## config.mk

```make
export PLATFORM = sky130hd
export DESIGN_NAME = humidity_temp_frame_decoder_top
export DESIGN_NICKNAME = d
export VERILOG_FILES = /design/src/hdl/htfd_pkg.sv /design/src/hdl/htfd_front.sv /design/src/hdl/htfd_fifo.sv /design/src/hdl/htfd_back.sv /design/src/hdl/humidity_temp_frame_decoder_top.sv
export SDC_FILE = /design/constraint.sdc
export NUM_CORES = 2
export LEC_CHECK = 0
export BUFFER_PORTS_ARGS = -buffer_cell sky130_fd_sc_hd__buf_2
export CAP_MARGIN = 25
export CORE_ASPECT_RATIO = 1.75
export CORE_MARGIN = 3
export CORE_UTILIZATION = 63
export DETAILED_ROUTE_END_ITERATION = 8
export PLACE_DENSITY = 0.93
export SLEW_MARGIN = 20
export SYNTH_ARGS = -nofsm -noshare
export SYNTH_HDL_FRONTEND = slang
export SYNTH_SLANG_ARGS = --single-unit
```

## constraint.sdc

```tcl
create_clock -name aclk -period 8.8 [get_ports aclk]
set_input_delay 0.44 -clock aclk [delete_from_list [all_inputs] [get_ports aclk]]
set_output_delay 0.44 -clock aclk [all_outputs]
set_load 0.01 [all_outputs]
```

## src/hdl/htfd_pkg.sv

```systemverilog
// Shared types, constants and functions for the humidity/temperature frame decoder.
// No dependencies; imported by every module of the block.
package htfd_pkg;

    // Receive position inside the six-byte reply
    typedef enum logic [2:0] {
        POS_T_MSB = 3'd0,
        POS_T_LSB = 3'd1,
        POS_T_CRC = 3'd2,
        POS_H_MSB = 3'd3,
        POS_H_LSB = 3'd4,
        POS_H_CRC = 3'd5
    } pos_t;

    // Register map (byte address bit 2 selects the register)
    localparam int  REG_AW          = 3;
    localparam logic REG_HUM_FLOOR   = 1'b0;
    localparam logic REG_HUM_CEILING = 1'b1;

    localparam logic [15:0] HUM_FLOOR_RST   = 16'd3145;
    localparam logic [15:0] HUM_CEILING_RST = 16'd55573;

    localparam logic [7:0] CRC_INIT = 8'hFF;
    localparam logic [7:0] CRC_POLY = 8'h31;

    // Queue between parser and conversion pipeline
    localparam int Q_DEPTH = 4;
    localparam int Q_AW    = 2;

    // Scale factors: value = (MUL * word - OFF) / 65535
    localparam logic [30:0] TC_MUL = 31'd17500;
    localparam logic [30:0] TC_OFF = 31'd294907500;
    localparam logic [30:0] TF_MUL = 31'd31500;
    localparam logic [30:0] TF_OFF = 31'd321121500;
    localparam logic [30:0] HP_MUL = 31'd12500;
    localparam logic [30:0] HP_OFF = 31'd39321000;

    // One decoded reply handed from parser to conversion pipeline
    typedef struct packed {
        logic        ok;
        logic [15:0] temp_word;
        logic [15:0] hum_word;
    } job_t;

    typedef struct packed {
        logic               crc_ok;
        logic [15:0]        temp_raw;
        logic [15:0]        hum_raw;
        logic signed [14:0] temp_c_centi;
        logic signed [15:0] temp_f_centi;
        logic [13:0]        hum_centi_pct;
    } result_t;

    // CRC-8, poly 0x31, MSB first, one byte
    function automatic logic [7:0] crc_feed(input logic [7:0] crc, input logic [7:0] b);
        logic [7:0] c;
        c = crc ^ b;
        for (int k = 0; k < 8; k++) begin
            c = c[7] ? ((c << 1) ^ CRC_POLY) : (c << 1);
        end
        return c;
    endfunction

    // floor(mag / 65535): mag = q*65536 + lo = q*65535 + (q + lo), q + lo < 2*65535
    function automatic logic [15:0] div_full_scale(input logic [30:0] mag);
        logic [14:0] q_est;
        logic [16:0] rem;
        q_est = mag[30:16];
        rem   = {1'b0, mag[15:0]} + {2'b00, q_est};
        return {1'b0, q_est} + ((rem >= 17'd65535) ? 16'd1 : 16'd0);
    endfunction

endpackage

```

## src/hdl/htfd_front.sv

```systemverilog
// Byte parser: tracks reply position, runs the CRC-8 and emits one job per reply.
// Depends on htfd_pkg.
module htfd_front (
    input  logic          aclk,
    input  logic          aresetn,
    input  logic          in_accept,
    input  logic [7:0]    rx_byte,
    input  logic          frame_start,
    output logic          push,
    output htfd_pkg::job_t push_job
);
    import htfd_pkg::*;

    pos_t        pos_reg, pos_next, pos_eff;
    logic [7:0]  crc_reg, crc_next, crc_in, crc_step;
    logic [7:0]  hold_reg, hold_next;
    logic [15:0] ptemp_reg, ptemp_next;
    logic [15:0] phum_reg, phum_next;
    logic        first_good_reg, first_good_next;

    always_ff @(posedge aclk) begin
        if (!aresetn) begin
            pos_reg        <= POS_T_MSB;
            crc_reg        <= CRC_INIT;
            first_good_reg <= 1'b0;
        end else begin
            pos_reg        <= pos_next;
            crc_reg        <= crc_next;
            first_good_reg <= first_good_next;
        end
    end

    always_ff @(posedge aclk) begin
        hold_reg  <= hold_next;
        ptemp_reg <= ptemp_next;
        phum_reg  <= phum_next;
    end

    assign pos_eff  = frame_start ? POS_T_MSB : pos_reg;
    // high bytes always restart the CRC
    assign crc_in   = (pos_eff == POS_T_MSB || pos_eff == POS_H_MSB) ? CRC_INIT : crc_reg;
    assign crc_step = crc_feed(crc_in, rx_byte);

    always_comb begin
        pos_next        = pos_reg;
        crc_next        = crc_reg;
        hold_next       = hold_reg;
        ptemp_next      = ptemp_reg;
        phum_next       = phum_reg;
        first_good_next = first_good_reg;
        push            = 1'b0;
        push_job.ok        = first_good_reg && (crc_step == 8'h00);
        push_job.temp_word = ptemp_reg;
        push_job.hum_word  = phum_reg;
        if (in_accept) begin
            unique case (pos_eff)
                POS_T_MSB, POS_H_MSB: begin
                    crc_next  = crc_step;
                    hold_next = rx_byte;
                    pos_next  = (pos_eff == POS_T_MSB) ? POS_T_LSB : POS_H_LSB;
                end
                POS_T_LSB: begin
                    crc_next   = crc_step;
                    ptemp_next = {hold_reg, rx_byte};
                    pos_next   = POS_T_CRC;
                end
                POS_H_LSB: begin
                    crc_next  = crc_step;
                    phum_next = {hold_reg, rx_byte};
                    pos_next  = POS_H_CRC;
                end
                POS_T_CRC: begin
                    first_good_next = (crc_step == 8'h00);
                    crc_next        = CRC_INIT;
                    pos_next        = POS_H_MSB;
                end
                POS_H_CRC: begin
                    push     = 1'b1;
                    crc_next = CRC_INIT;
                    pos_next = POS_T_MSB;
                end
                default: begin
                    pos_next = POS_T_MSB;
                end
            endcase
        end
    end

endmodule

```

## src/hdl/htfd_fifo.sv

```systemverilog
// Short job queue between the byte parser and the conversion pipeline.
// Depends on htfd_pkg.
module htfd_fifo (
    input  logic           aclk,
    input  logic           aresetn,
    input  logic           push,
    input  htfd_pkg::job_t push_job,
    output logic           full,
    input  logic           pop,
    output htfd_pkg::job_t pop_job,
    output logic           empty
);
    import htfd_pkg::*;

    job_t            mem_reg [Q_DEPTH];
    logic [Q_AW-1:0] wr_ptr_reg, rd_ptr_reg;
    logic [Q_AW:0]   count_reg;

    always_ff @(posedge aclk) begin
        if (push) begin
            mem_reg[wr_ptr_reg] <= push_job;
        end
    end

    always_ff @(posedge aclk) begin
        if (!aresetn) begin
            wr_ptr_reg <= '0;
            rd_ptr_reg <= '0;
            count_reg  <= '0;
        end else begin
            if (push) begin
                wr_ptr_reg <= Q_AW'(wr_ptr_reg + 1'b1);
            end
            if (pop) begin
                rd_ptr_reg <= Q_AW'(rd_ptr_reg + 1'b1);
            end
            if (push && !pop) begin
                count_reg <= count_reg + 1'b1;
            end else if (pop && !push) begin
                count_reg <= count_reg - 1'b1;
            end
        end
    end

    assign pop_job = mem_reg[rd_ptr_reg];
    assign full    = (count_reg == (Q_AW+1)'(Q_DEPTH));
    assign empty   = (count_reg == '0);

endmodule

```

## src/hdl/htfd_back.sv

```systemverilog
// Conversion pipeline: clamps and latches good words, scales them to centi-units.
// Depends on htfd_pkg; fed from htfd_fifo.
module htfd_back (
    input  logic              aclk,
    input  logic              aresetn,
    input  logic [15:0]       hum_floor,
    input  logic [15:0]       hum_ceiling,
    input  logic              job_avail,
    input  htfd_pkg::job_t    job,
    output logic              job_pop,
    output logic              out_valid,
    input  logic              out_ready,
    output htfd_pkg::result_t out_result
);
    import htfd_pkg::*;

    logic        advance;
    logic [15:0] hum_clamped;
    logic [15:0] good_temp_reg, good_hum_reg;

    logic        v1_reg, ok1_reg;
    logic [15:0] t1_reg, h1_reg;

    logic        v2_reg, ok2_reg;
    logic [15:0] t2_reg, h2_reg;
    logic [30:0] pc2_reg, pf2_reg, ph2_reg;

    logic        v3_reg, ok3_reg;
    logic [15:0] t3_reg, h3_reg;
    logic        nc3_reg, nf3_reg, nh3_reg;
    logic [30:0] mc3_reg, mf3_reg, mh3_reg;

    logic        out_valid_reg;
    result_t     res_reg;

    logic [15:0] qc, qf, qh, tc_val, tf_val;

    // whole pipeline moves unless a result is held for the receiver
    assign advance = !out_valid_reg || out_ready;
    assign job_pop = advance && job_avail;

    // floor test first, so a word past both crossed limits gets the floor
    assign hum_clamped = (job.hum_word < hum_floor)   ? hum_floor :
                         (job.hum_word > hum_ceiling) ? hum_ceiling : job.hum_word;

    always_ff @(posedge aclk) begin
        if (!aresetn) begin
            v1_reg        <= 1'b0;
            v2_reg        <= 1'b0;
            v3_reg        <= 1'b0;
            out_valid_reg <= 1'b0;
            good_temp_reg <= '0;
            good_hum_reg  <= '0;
        end else if (advance) begin
            v1_reg        <= job_pop;
            v2_reg        <= v1_reg;
            v3_reg        <= v2_reg;
            out_valid_reg <= v3_reg;
            if (job_pop && job.ok) begin
                good_temp_reg <= job.temp_word;
                good_hum_reg  <= hum_clamped;
            end
        end
    end

    assign qc     = div_full_scale(mc3_reg);
    assign qf     = div_full_scale(mf3_reg);
    assign qh     = div_full_scale(mh3_reg);
    assign tc_val = nc3_reg ? (16'd0 - qc) : qc;
    assign tf_val = nf3_reg ? (16'd0 - qf) : qf;

    always_ff @(posedge aclk) begin
        if (advance) begin
            // stage 1: select the readings reported for this reply
            ok1_reg <= job.ok;
            t1_reg  <= job.ok ? job.temp_word : good_temp_reg;
            h1_reg  <= job.ok ? hum_clamped : good_hum_reg;
            // stage 2: constant products
            ok2_reg <= ok1_reg;
            t2_reg  <= t1_reg;
            h2_reg  <= h1_reg;
            pc2_reg <= 31'(t1_reg) * TC_MUL;
            pf2_reg <= 31'(t1_reg) * TF_MUL;
            ph2_reg <= 31'(h1_reg) * HP_MUL;
            // stage 3: sign and magnitude of numerator
            ok3_reg <= ok2_reg;
            t3_reg  <= t2_reg;
            h3_reg  <= h2_reg;
            nc3_reg <= pc2_reg < TC_OFF;
            nf3_reg <= pf2_reg < TF_OFF;
            nh3_reg <= ph2_reg < HP_OFF;
            mc3_reg <= (pc2_reg < TC_OFF) ? (TC_OFF - pc2_reg) : (pc2_reg - TC_OFF);
            mf3_reg <= (pf2_reg < TF_OFF) ? (TF_OFF - pf2_reg) : (pf2_reg - TF_OFF);
            mh3_reg <= (ph2_reg < HP_OFF) ? (HP_OFF - ph2_reg) : (ph2_reg - HP_OFF);
            // output: divide by full scale, truncate toward zero
            res_reg.crc_ok        <= ok3_reg;
            res_reg.temp_raw      <= t3_reg;
            res_reg.hum_raw       <= h3_reg;
            res_reg.temp_c_centi  <= tc_val[14:0];
            res_reg.temp_f_centi  <= tf_val;
            res_reg.hum_centi_pct <= nh3_reg ? 14'd0 : qh[13:0];
        end
    end

    assign out_valid  = out_valid_reg;
    assign out_result = res_reg;

endmodule

```

## src/hdl/humidity_temp_frame_decoder_top.sv

```systemverilog
// Top level of the humidity/temperature frame decoder: ports, register file, hookup.
// Depends on htfd_pkg, htfd_front, htfd_fifo and htfd_back.
//
// Usage: reply bytes enter on the s_axis channel, one byte per transaction, with
// tuser set on the first byte of a reply. Every sixth byte completes a reply and
// produces one transaction on m_axis: the CRC flag in tuser and the last good raw
// words with their Celsius, Fahrenheit and percent conversions in tdata.
// Throughput: one byte per cycle; a result can leave every cycle.
// After the sixth byte is taken, the result passes the queue write, word select,
// product, magnitude and divide-by-full-scale stages before it is valid.
// When m_axis is stalled the conversion pipeline holds; the 4-entry job queue
// keeps taking bytes until it is full, then s_axis_tready drops.
// Write hum_floor (0x0) and hum_ceiling (0x4) over APB only while idle; the block
// does not enforce this. Reset (aresetn low, synchronous) clears the byte position,
// CRC, queue, pipeline valids and the good readings, and restores the clamp registers.
module humidity_temp_frame_decoder_top (
    input  logic        aclk,
    input  logic        aresetn,
    // APB configuration
    input  logic        psel,
    input  logic        penable,
    input  logic        pwrite,
    input  logic [htfd_pkg::REG_AW-1:0] paddr,
    input  logic [31:0] pwdata,
    output logic [31:0] prdata,
    output logic        pready,
    // input bytes
    input  logic        s_axis_tvalid,
    output logic        s_axis_tready,
    input  logic [7:0]  s_axis_tdata,   // [7:0] rx_byte
    input  logic        s_axis_tuser,   // [0] frame_start
    // results
    output logic        m_axis_tvalid,
    input  logic        m_axis_tready,
    output logic [79:0] m_axis_tdata,   // temp_raw, hum_raw, temp_c_centi, temp_f_centi,
                                        // hum_centi_pct, zero pad
    output logic        m_axis_tuser    // [0] crc_ok
);
    import htfd_pkg::*;

    logic [15:0] hum_floor_reg, hum_ceiling_reg;
    logic        cfg_write;
    logic        in_accept;
    logic        push, pop, q_full, q_empty;
    job_t        push_job, pop_job;
    result_t     result;

    assign pready    = 1'b1;
    assign cfg_write = psel && penable && pwrite && pready;

    always_ff @(posedge aclk) begin
        if (!aresetn) begin
            hum_floor_reg   <= HUM_FLOOR_RST;
            hum_ceiling_reg <= HUM_CEILING_RST;
        end else if (cfg_write) begin
            unique case (paddr[2])
                REG_HUM_FLOOR:   hum_floor_reg   <= pwdata[15:0];
                REG_HUM_CEILING: hum_ceiling_reg <= pwdata[15:0];
                default:         hum_floor_reg   <= hum_floor_reg;
            endcase
        end
    end

    assign prdata = (paddr[2] == REG_HUM_CEILING) ? {16'd0, hum_ceiling_reg}
                                                   : {16'd0, hum_floor_reg};

    assign s_axis_tready = !q_full;
    assign in_accept     = s_axis_tvalid && s_axis_tready;

    htfd_front u_front (
        .aclk        (aclk),
        .aresetn     (aresetn),
        .in_accept   (in_accept),
        .rx_byte     (s_axis_tdata),
        .frame_start (s_axis_tuser),
        .push        (push),
        .push_job    (push_job)
    );

    htfd_fifo u_fifo (
        .aclk     (aclk),
        .aresetn  (aresetn),
        .push     (push),
        .push_job (push_job),
        .full     (q_full),
        .pop      (pop),
        .pop_job  (pop_job),
        .empty    (q_empty)
    );

    htfd_back u_back (
        .aclk        (aclk),
        .aresetn     (aresetn),
        .hum_floor   (hum_floor_reg),
        .hum_ceiling (hum_ceiling_reg),
        .job_avail   (!q_empty),
        .job         (pop_job),
        .job_pop     (pop),
        .out_valid   (m_axis_tvalid),
        .out_ready   (m_axis_tready),
        .out_result  (result)
    );

    assign m_axis_tuser = result.crc_ok;
    assign m_axis_tdata = {3'b000, result.hum_centi_pct, result.temp_f_centi,
                           result.temp_c_centi, result.hum_raw, result.temp_raw};

endmodule

```

### Yosys cells after proc, flatten, opt, wreduce, memory -nomap -nowiden

Memories as Yosys holds them, arrays and structs flattened. A register that Yosys moved wholly into a read port is not among the register bits.
Index checks and enable logic that the tools add are counted.
W data, S select, Z words.

* equality and inequality tests: 6
* add/sub/neg operators: 18
* multiply operators: 3
* multiplexer cells: 34
* bitwise gates (word level): 10
* reduce and logical (&&, ||, !) cells: 31
* $lt $le $gt $ge: 8

Operator list (count)
* $mux W16: 6
* $mux W31: 3
* $lt A31 B29 Y1 const B: 2
* $sub A29 B31 Y31 const A: 2
* $sub A31 B29 Y31 const B: 2
* $mul A16 B13 Y29 const B: 2
* $add A16 B15 Y17: 3
* $ge A17 B16 Y1 const B: 3
* $mux W6: 8
* $sub A26 B30 Y31 const A: 1
* $sub A30 B26 Y31 const B: 1
* $lt A30 B26 Y1 const B: 1
* $mul A16 B12 Y28 const B: 1
* $not A3 Y3: 8
* $add A15 B16 Y16: 1
* $gt A16 B16 Y1: 1
* $lt A16 B16 Y1: 1
* $pmux W8 S2: 1
* $reduce_and A2 Y1: 8
* $sub A1 B16 Y16 const A: 1
* $add A15 B15 Y15: 1
* $mux W15: 1
* $sub A1 B15 Y15 const A: 1
* $add A14 B14 Y14: 1
* other kinds (21): 50

* register bits: 486
* logic and storage cells: 152
* output and inout port bits: 116
* bits of input ports: 51
* memories kept: 1
* memory bits (writable): 132

Memory list
* u_fifo.mem_reg: words 4, bits a word 33, rd ports 1, clocked after Yosys merged registers in 1, write ports 1, line htfd_fifo.sv:15 `job_t mem_reg [Q_DEPTH];`

### Depth between registers and ports, before layout

* word-level depth: 23
* depth in mapped cells: 22
* gate-level depth less buffers: 21

### Cells and area by module

Synthesis repeated with hierarchy kept, for this count alone.

* cell total of the unflattened synthesis: 3406
* area total of the unflattened synthesis: 39519.2 µm²

By module, submodules not included
* htfd_back: seq. area each 11140.7 µm², area an instance 30427.9 µm², cells an instance 2874, instances 1
* htfd_fifo: seq. area each 4144.0 µm², area an instance 5253.8 µm², cells an instance 216, instances 1
* htfd_front: seq. area each 1441.4 µm², area an instance 2123.3 µm², cells an instance 138, instances 1
* humidity_temp_frame_decoder_top: seq. area each 640.6 µm², area an instance 1714.1 µm², cells an instance 178, instances 1

### Least setup slack after synthesis

OpenSTA, ideal clock, no wires.

* path type: input-to-reg
* start point: input m_axis_tready
* end point: register u_back.h1_reg[0] (enable)
* library setup time: 698 ps
* buffers on the path: 0
* arrival time: 7248 ps
* stages: 2
* slack: 855 ps
* path through: nor2b_1 > inv_1

* cells in the longest elaborated chain, start to end: 1

RTL lines
* start, declared: line humidity_temp_frame_decoder_top.sv:34 `input logic m_axis_tready,`
* $logic_or A1 B1 Y1: line htfd_back.sv:39 `assign advance = !out_valid_reg || out_ready;`
* named net u_back.advance: line htfd_back.sv:17 `logic advance;`
* end signal, assigned: line htfd_back.sv:77 `h1_reg <= job.ok ? hum_clamped : good_hum_reg;`
* end, declared: line htfd_back.sv:22 `logic [15:0] t1_reg, h1_reg;`

The timed path passes the listed nets, and every way through them passes these cells.
A chain may end at the register's enable or synchronous reset.

### Worst setup path after layout

* start point: register u_back.t1_reg[3]
* end point: register u_back.pf2_reg[28], data pin

* cells in the longest elaborated chain, start to end: 1

RTL lines
* start, declared: line htfd_back.sv:22
* start signal, assigned: line htfd_back.sv:76 `t1_reg <= job.ok ? job.temp_word : good_temp_reg;`
* $mul A16 B13 Y29: line htfd_back.sv:83 `pf2_reg <= 31'(t1_reg) * TF_MUL;`
* end signal, assigned: line htfd_back.sv:83
* end, declared: line htfd_back.sv:26 `logic [30:0] pc2_reg, pf2_reg, ph2_reg;`

No other way between the ends.

==> run summary <==
Bufs on Longest Clock Path: 3
Die Ht: 333 microns
Synth Flop Type: edfxtp_1
RSZ-0062 raised after global routing: no
Mapped Area: 38400 sq um
worst-path cell with the longest stage delay: edfxtp_1
EDFF count, synth: 519
Total Wirelength: 82.5 mm
Max-slew headroom: 0.309
worst hold path type: in -> reg
Die W: 193 microns
DRT antenna net count: 0
Area Overhead vs Synth: 8.36%
WS Path Type: reg -> reg
Remaining DRCs: 0
initial antenna violation count: 1
register area share after synthesis: 0.452
Hold Path Stages: 3
Starting Density: 0.637
Hold-fix buffers, CTS: 0
Setup crit end kind: register
clock skew: 0.0210 ns
DR iter-0 viols: 1728
Hold Violations, Final: 0
Setup Buffers After CTS: 0
GRT overflow: 0
syn avg cell area: 11.5 sq um
status: finished, final reports clean
max-slew violations: 0
max reg flops: 132
I/O pin cnt: 167
routed len/inst: 19.2 microns
warnings from Yosys: 0
# clock sinks: 608
Critical Path Max Stage Delay: 0.74 ns
post_cts resized: 0
R2R Setup Slk: 2.75 ns
clock transition at the registers of the reported paths: 0.07 ns
Max-Cap Viols: 0
worst slew pin tran: 1.04 ns
synthesized instance count: 3352
FILL cells: 4058
#FFs+latches synth: 608
Skew-Pair Late Insertion Delay: 0.62 ns
GP Congestion: 0.966
die area: 64100 sq um
Final Net Count: 4065
# setup viols final: 0
Startpoint Class: register
clock root buffer: clkbuf_16
largest net degree at the start of global routing: 178
vias in the first global route: 26393
std cell rows: 119
Vias: 25895
setup TNS: 0 ns
Arrival @ worst endpoint: 6.42 ns
Num CTS Buffers: 54
dpl hpwl: 60.7 mm
FF-to-FF path depth: 16
core area: 60300 sq um
first-pass detailed-route iteration total: 6
ys async rst share: 0
Vias/cell: 6.03
first-pass GRT wire length: 133 mm
CP Cell Sequence: inv_1 > fa_1 > fa_1 > fa_1 > fa_1 > inv_1 > fa_1 > ha_1 > nand2_1 > nor3_1 > a21oi_1 > o41ai_1 > a21oi_1 > o31ai_1 > a21oi_1 > xnor2_1
share of layout cells above drive strength 1: 0.0918
period utilisation layout: 0.688
IO Port Bufs: 128
H-tree levels: 2
GRT Util Overall: 0.261
fmax: 165 MHz
number of distinct library cells after synthesis: 79
worst path required time: 9.16 ns
most used cell, CP: fa_1
post-layout minimum cycle time: 6.05 ns
CP max FO: 11
CTS tree: built
## synthesized netlist by cell type, types with 6 or more instances
library cell,instances,area (sq um)
edfxtp_1,519,15600
ha_1,383,4790
inv_1,368,1380
nand2_1,260,976
a21oi_1,195,976
nor2_1,192,721
fa_1,167,3340
xnor2_1,161,1410
o21ai_0,142,711
xor2_1,95,832
dfxtp_1,89,1780
clkbuf_1,78,293
nand3_1,51,255
a21o_1,46,345
nor3_1,45,225
mux4_2,32,721
a31oi_1,30,188
and3_1,30,188
mux2i_1,30,300
o211ai_1,22,165
o21bai_1,22,165
mux2_2,21,236
buf_4,20,150
o21a_1,20,150
a22o_1,19,166
nand2b_1,19,119
or3_1,19,119
a32o_1,18,180
nand4_1,18,113
nor2b_1,18,113
nor4_1,18,113
and2_1,16,100
or2_2,16,100
a211oi_1,15,113
o22ai_1,13,81.3
o31ai_1,12,90.1
and4_1,9,78.8
buf_1,7,26.3
o31a_1,7,61.3
or4_1,7,52.6
a21boi_0,6,45.0
o41ai_1,6,52.6
## worst max-delay path: cells and delay by family, from the launching register on
| family | cells | cell delay [ns] |
|---|---|---|
| adder cells (fa/ha/maj) | 6 | 2.94 |
| AO/OA/AOI/OAI | 5 | 1.39 |
| flip-flops | 1 | 0.74 |
| AND/OR/NAND/NOR | 2 | 0.35 |
| buffers and inverters | 2 | 0.25 |
| XOR/XNOR | 1 | 0.13 |
## area by class of cell
class / count / area (sq um) / share of cell area
inverters: 370 / 1400 / 0.0336
diodes: 1 / 2.50 / 0.0000601
flip-flops and latches: 608 / 17400 / 0.417
clock inverters: 38 / 385 / 0.00926
well taps: 786 / 983 / 0.0236
multi-input cells: 2283 / 19200 / 0.462
repair buffers: 147 / 811 / 0.0195
clock buffers: 63 / 1420 / 0.0341
## path summary, 6_finish.rpt
check,start,endpoint
setup reg to reg,u_back.t1_reg[3]$_DFFE_PP_,u_back.pf2_reg[28]$_DFFE_PP_
setup / recovery,u_back.t1_reg[3]$_DFFE_PP_,u_back.pf2_reg[28]$_DFFE_PP_
hold / removal,pwdata[0],hum_ceiling_reg[0]$_SDFFE_PN1P_
hold reg to reg,u_back.h3_reg[3]$_DFFE_PP_,u_back.out_result[48]$_DFFE_PP_
## logic make-up (layout without fill, tap and decap cells)
group / Yosys count / after routing / share of synthesized area
buffers and inverters: 479 / 618 / 0.0493
adders and majority gates: 550 / 550 / 0.212
xor gates and xnor gates: 256 / 256 / 0.0584
other: 2 / 21 / 0.000196
and+or+nand+nor: 738 / 738 / 0.0895
muxes: 85 / 85 / 0.0333
AOI/OAI and AO/OA: 634 / 634 / 0.105
DFF: 608 / 608 / 0.452
## through the flow
stage | utilization | cell area, sq um | instances | hold slack, ns | setup WS (ns)
finish | 0.690 | 41600 | 4296 | 0.0542 | 2.75
detailed placement | 0.660 | 39800 | 4193 | 0.405 | 2.75
global route | 0.690 | 41600 | 4296 | 0.0636 | 2.32
CTS | 0.690 | 41600 | 4294 | 0.0232 | 2.77
global placement | 0.660 | 39800 | 4192 | 0.401 | 2.84
floorplan | - | 38500 | 3370 | 0.400 | 0.855
## layer usage
| metal | track usage | part of all wire | routed length (microns) |
|---|---|---|---|
| met5 | 0 | 0 | 0 |
| met4 | 0.134 | 0.059 | 4850 |
| met3 | 0.0284 | 0.046 | 3790 |
| met2 | 0.488 | 0.54 | 44700 |
| met1 | 0.286 | 0.35 | 29200 |
## cells in the final DEF (no fill, tap or decap), types with 32 or more instances in the layout
master       n
a21o_1      46
buf_2      128
nand2_1    259
a21oi_1    194
xnor2_1    161
nand3_1     51
o21ai_0    142
ha_1       383
mux4_2      32
fa_1       167
edfxtp_1   519
dfxtp_1     87
nor2_1     192
inv_1      367
nor3_1      44
clkbuf_16   55
xor2_1      95
Power is left out: the tool's default activity adds up to more than one toggle a clock period on the data nets, which glitch-free logic cannot reach.
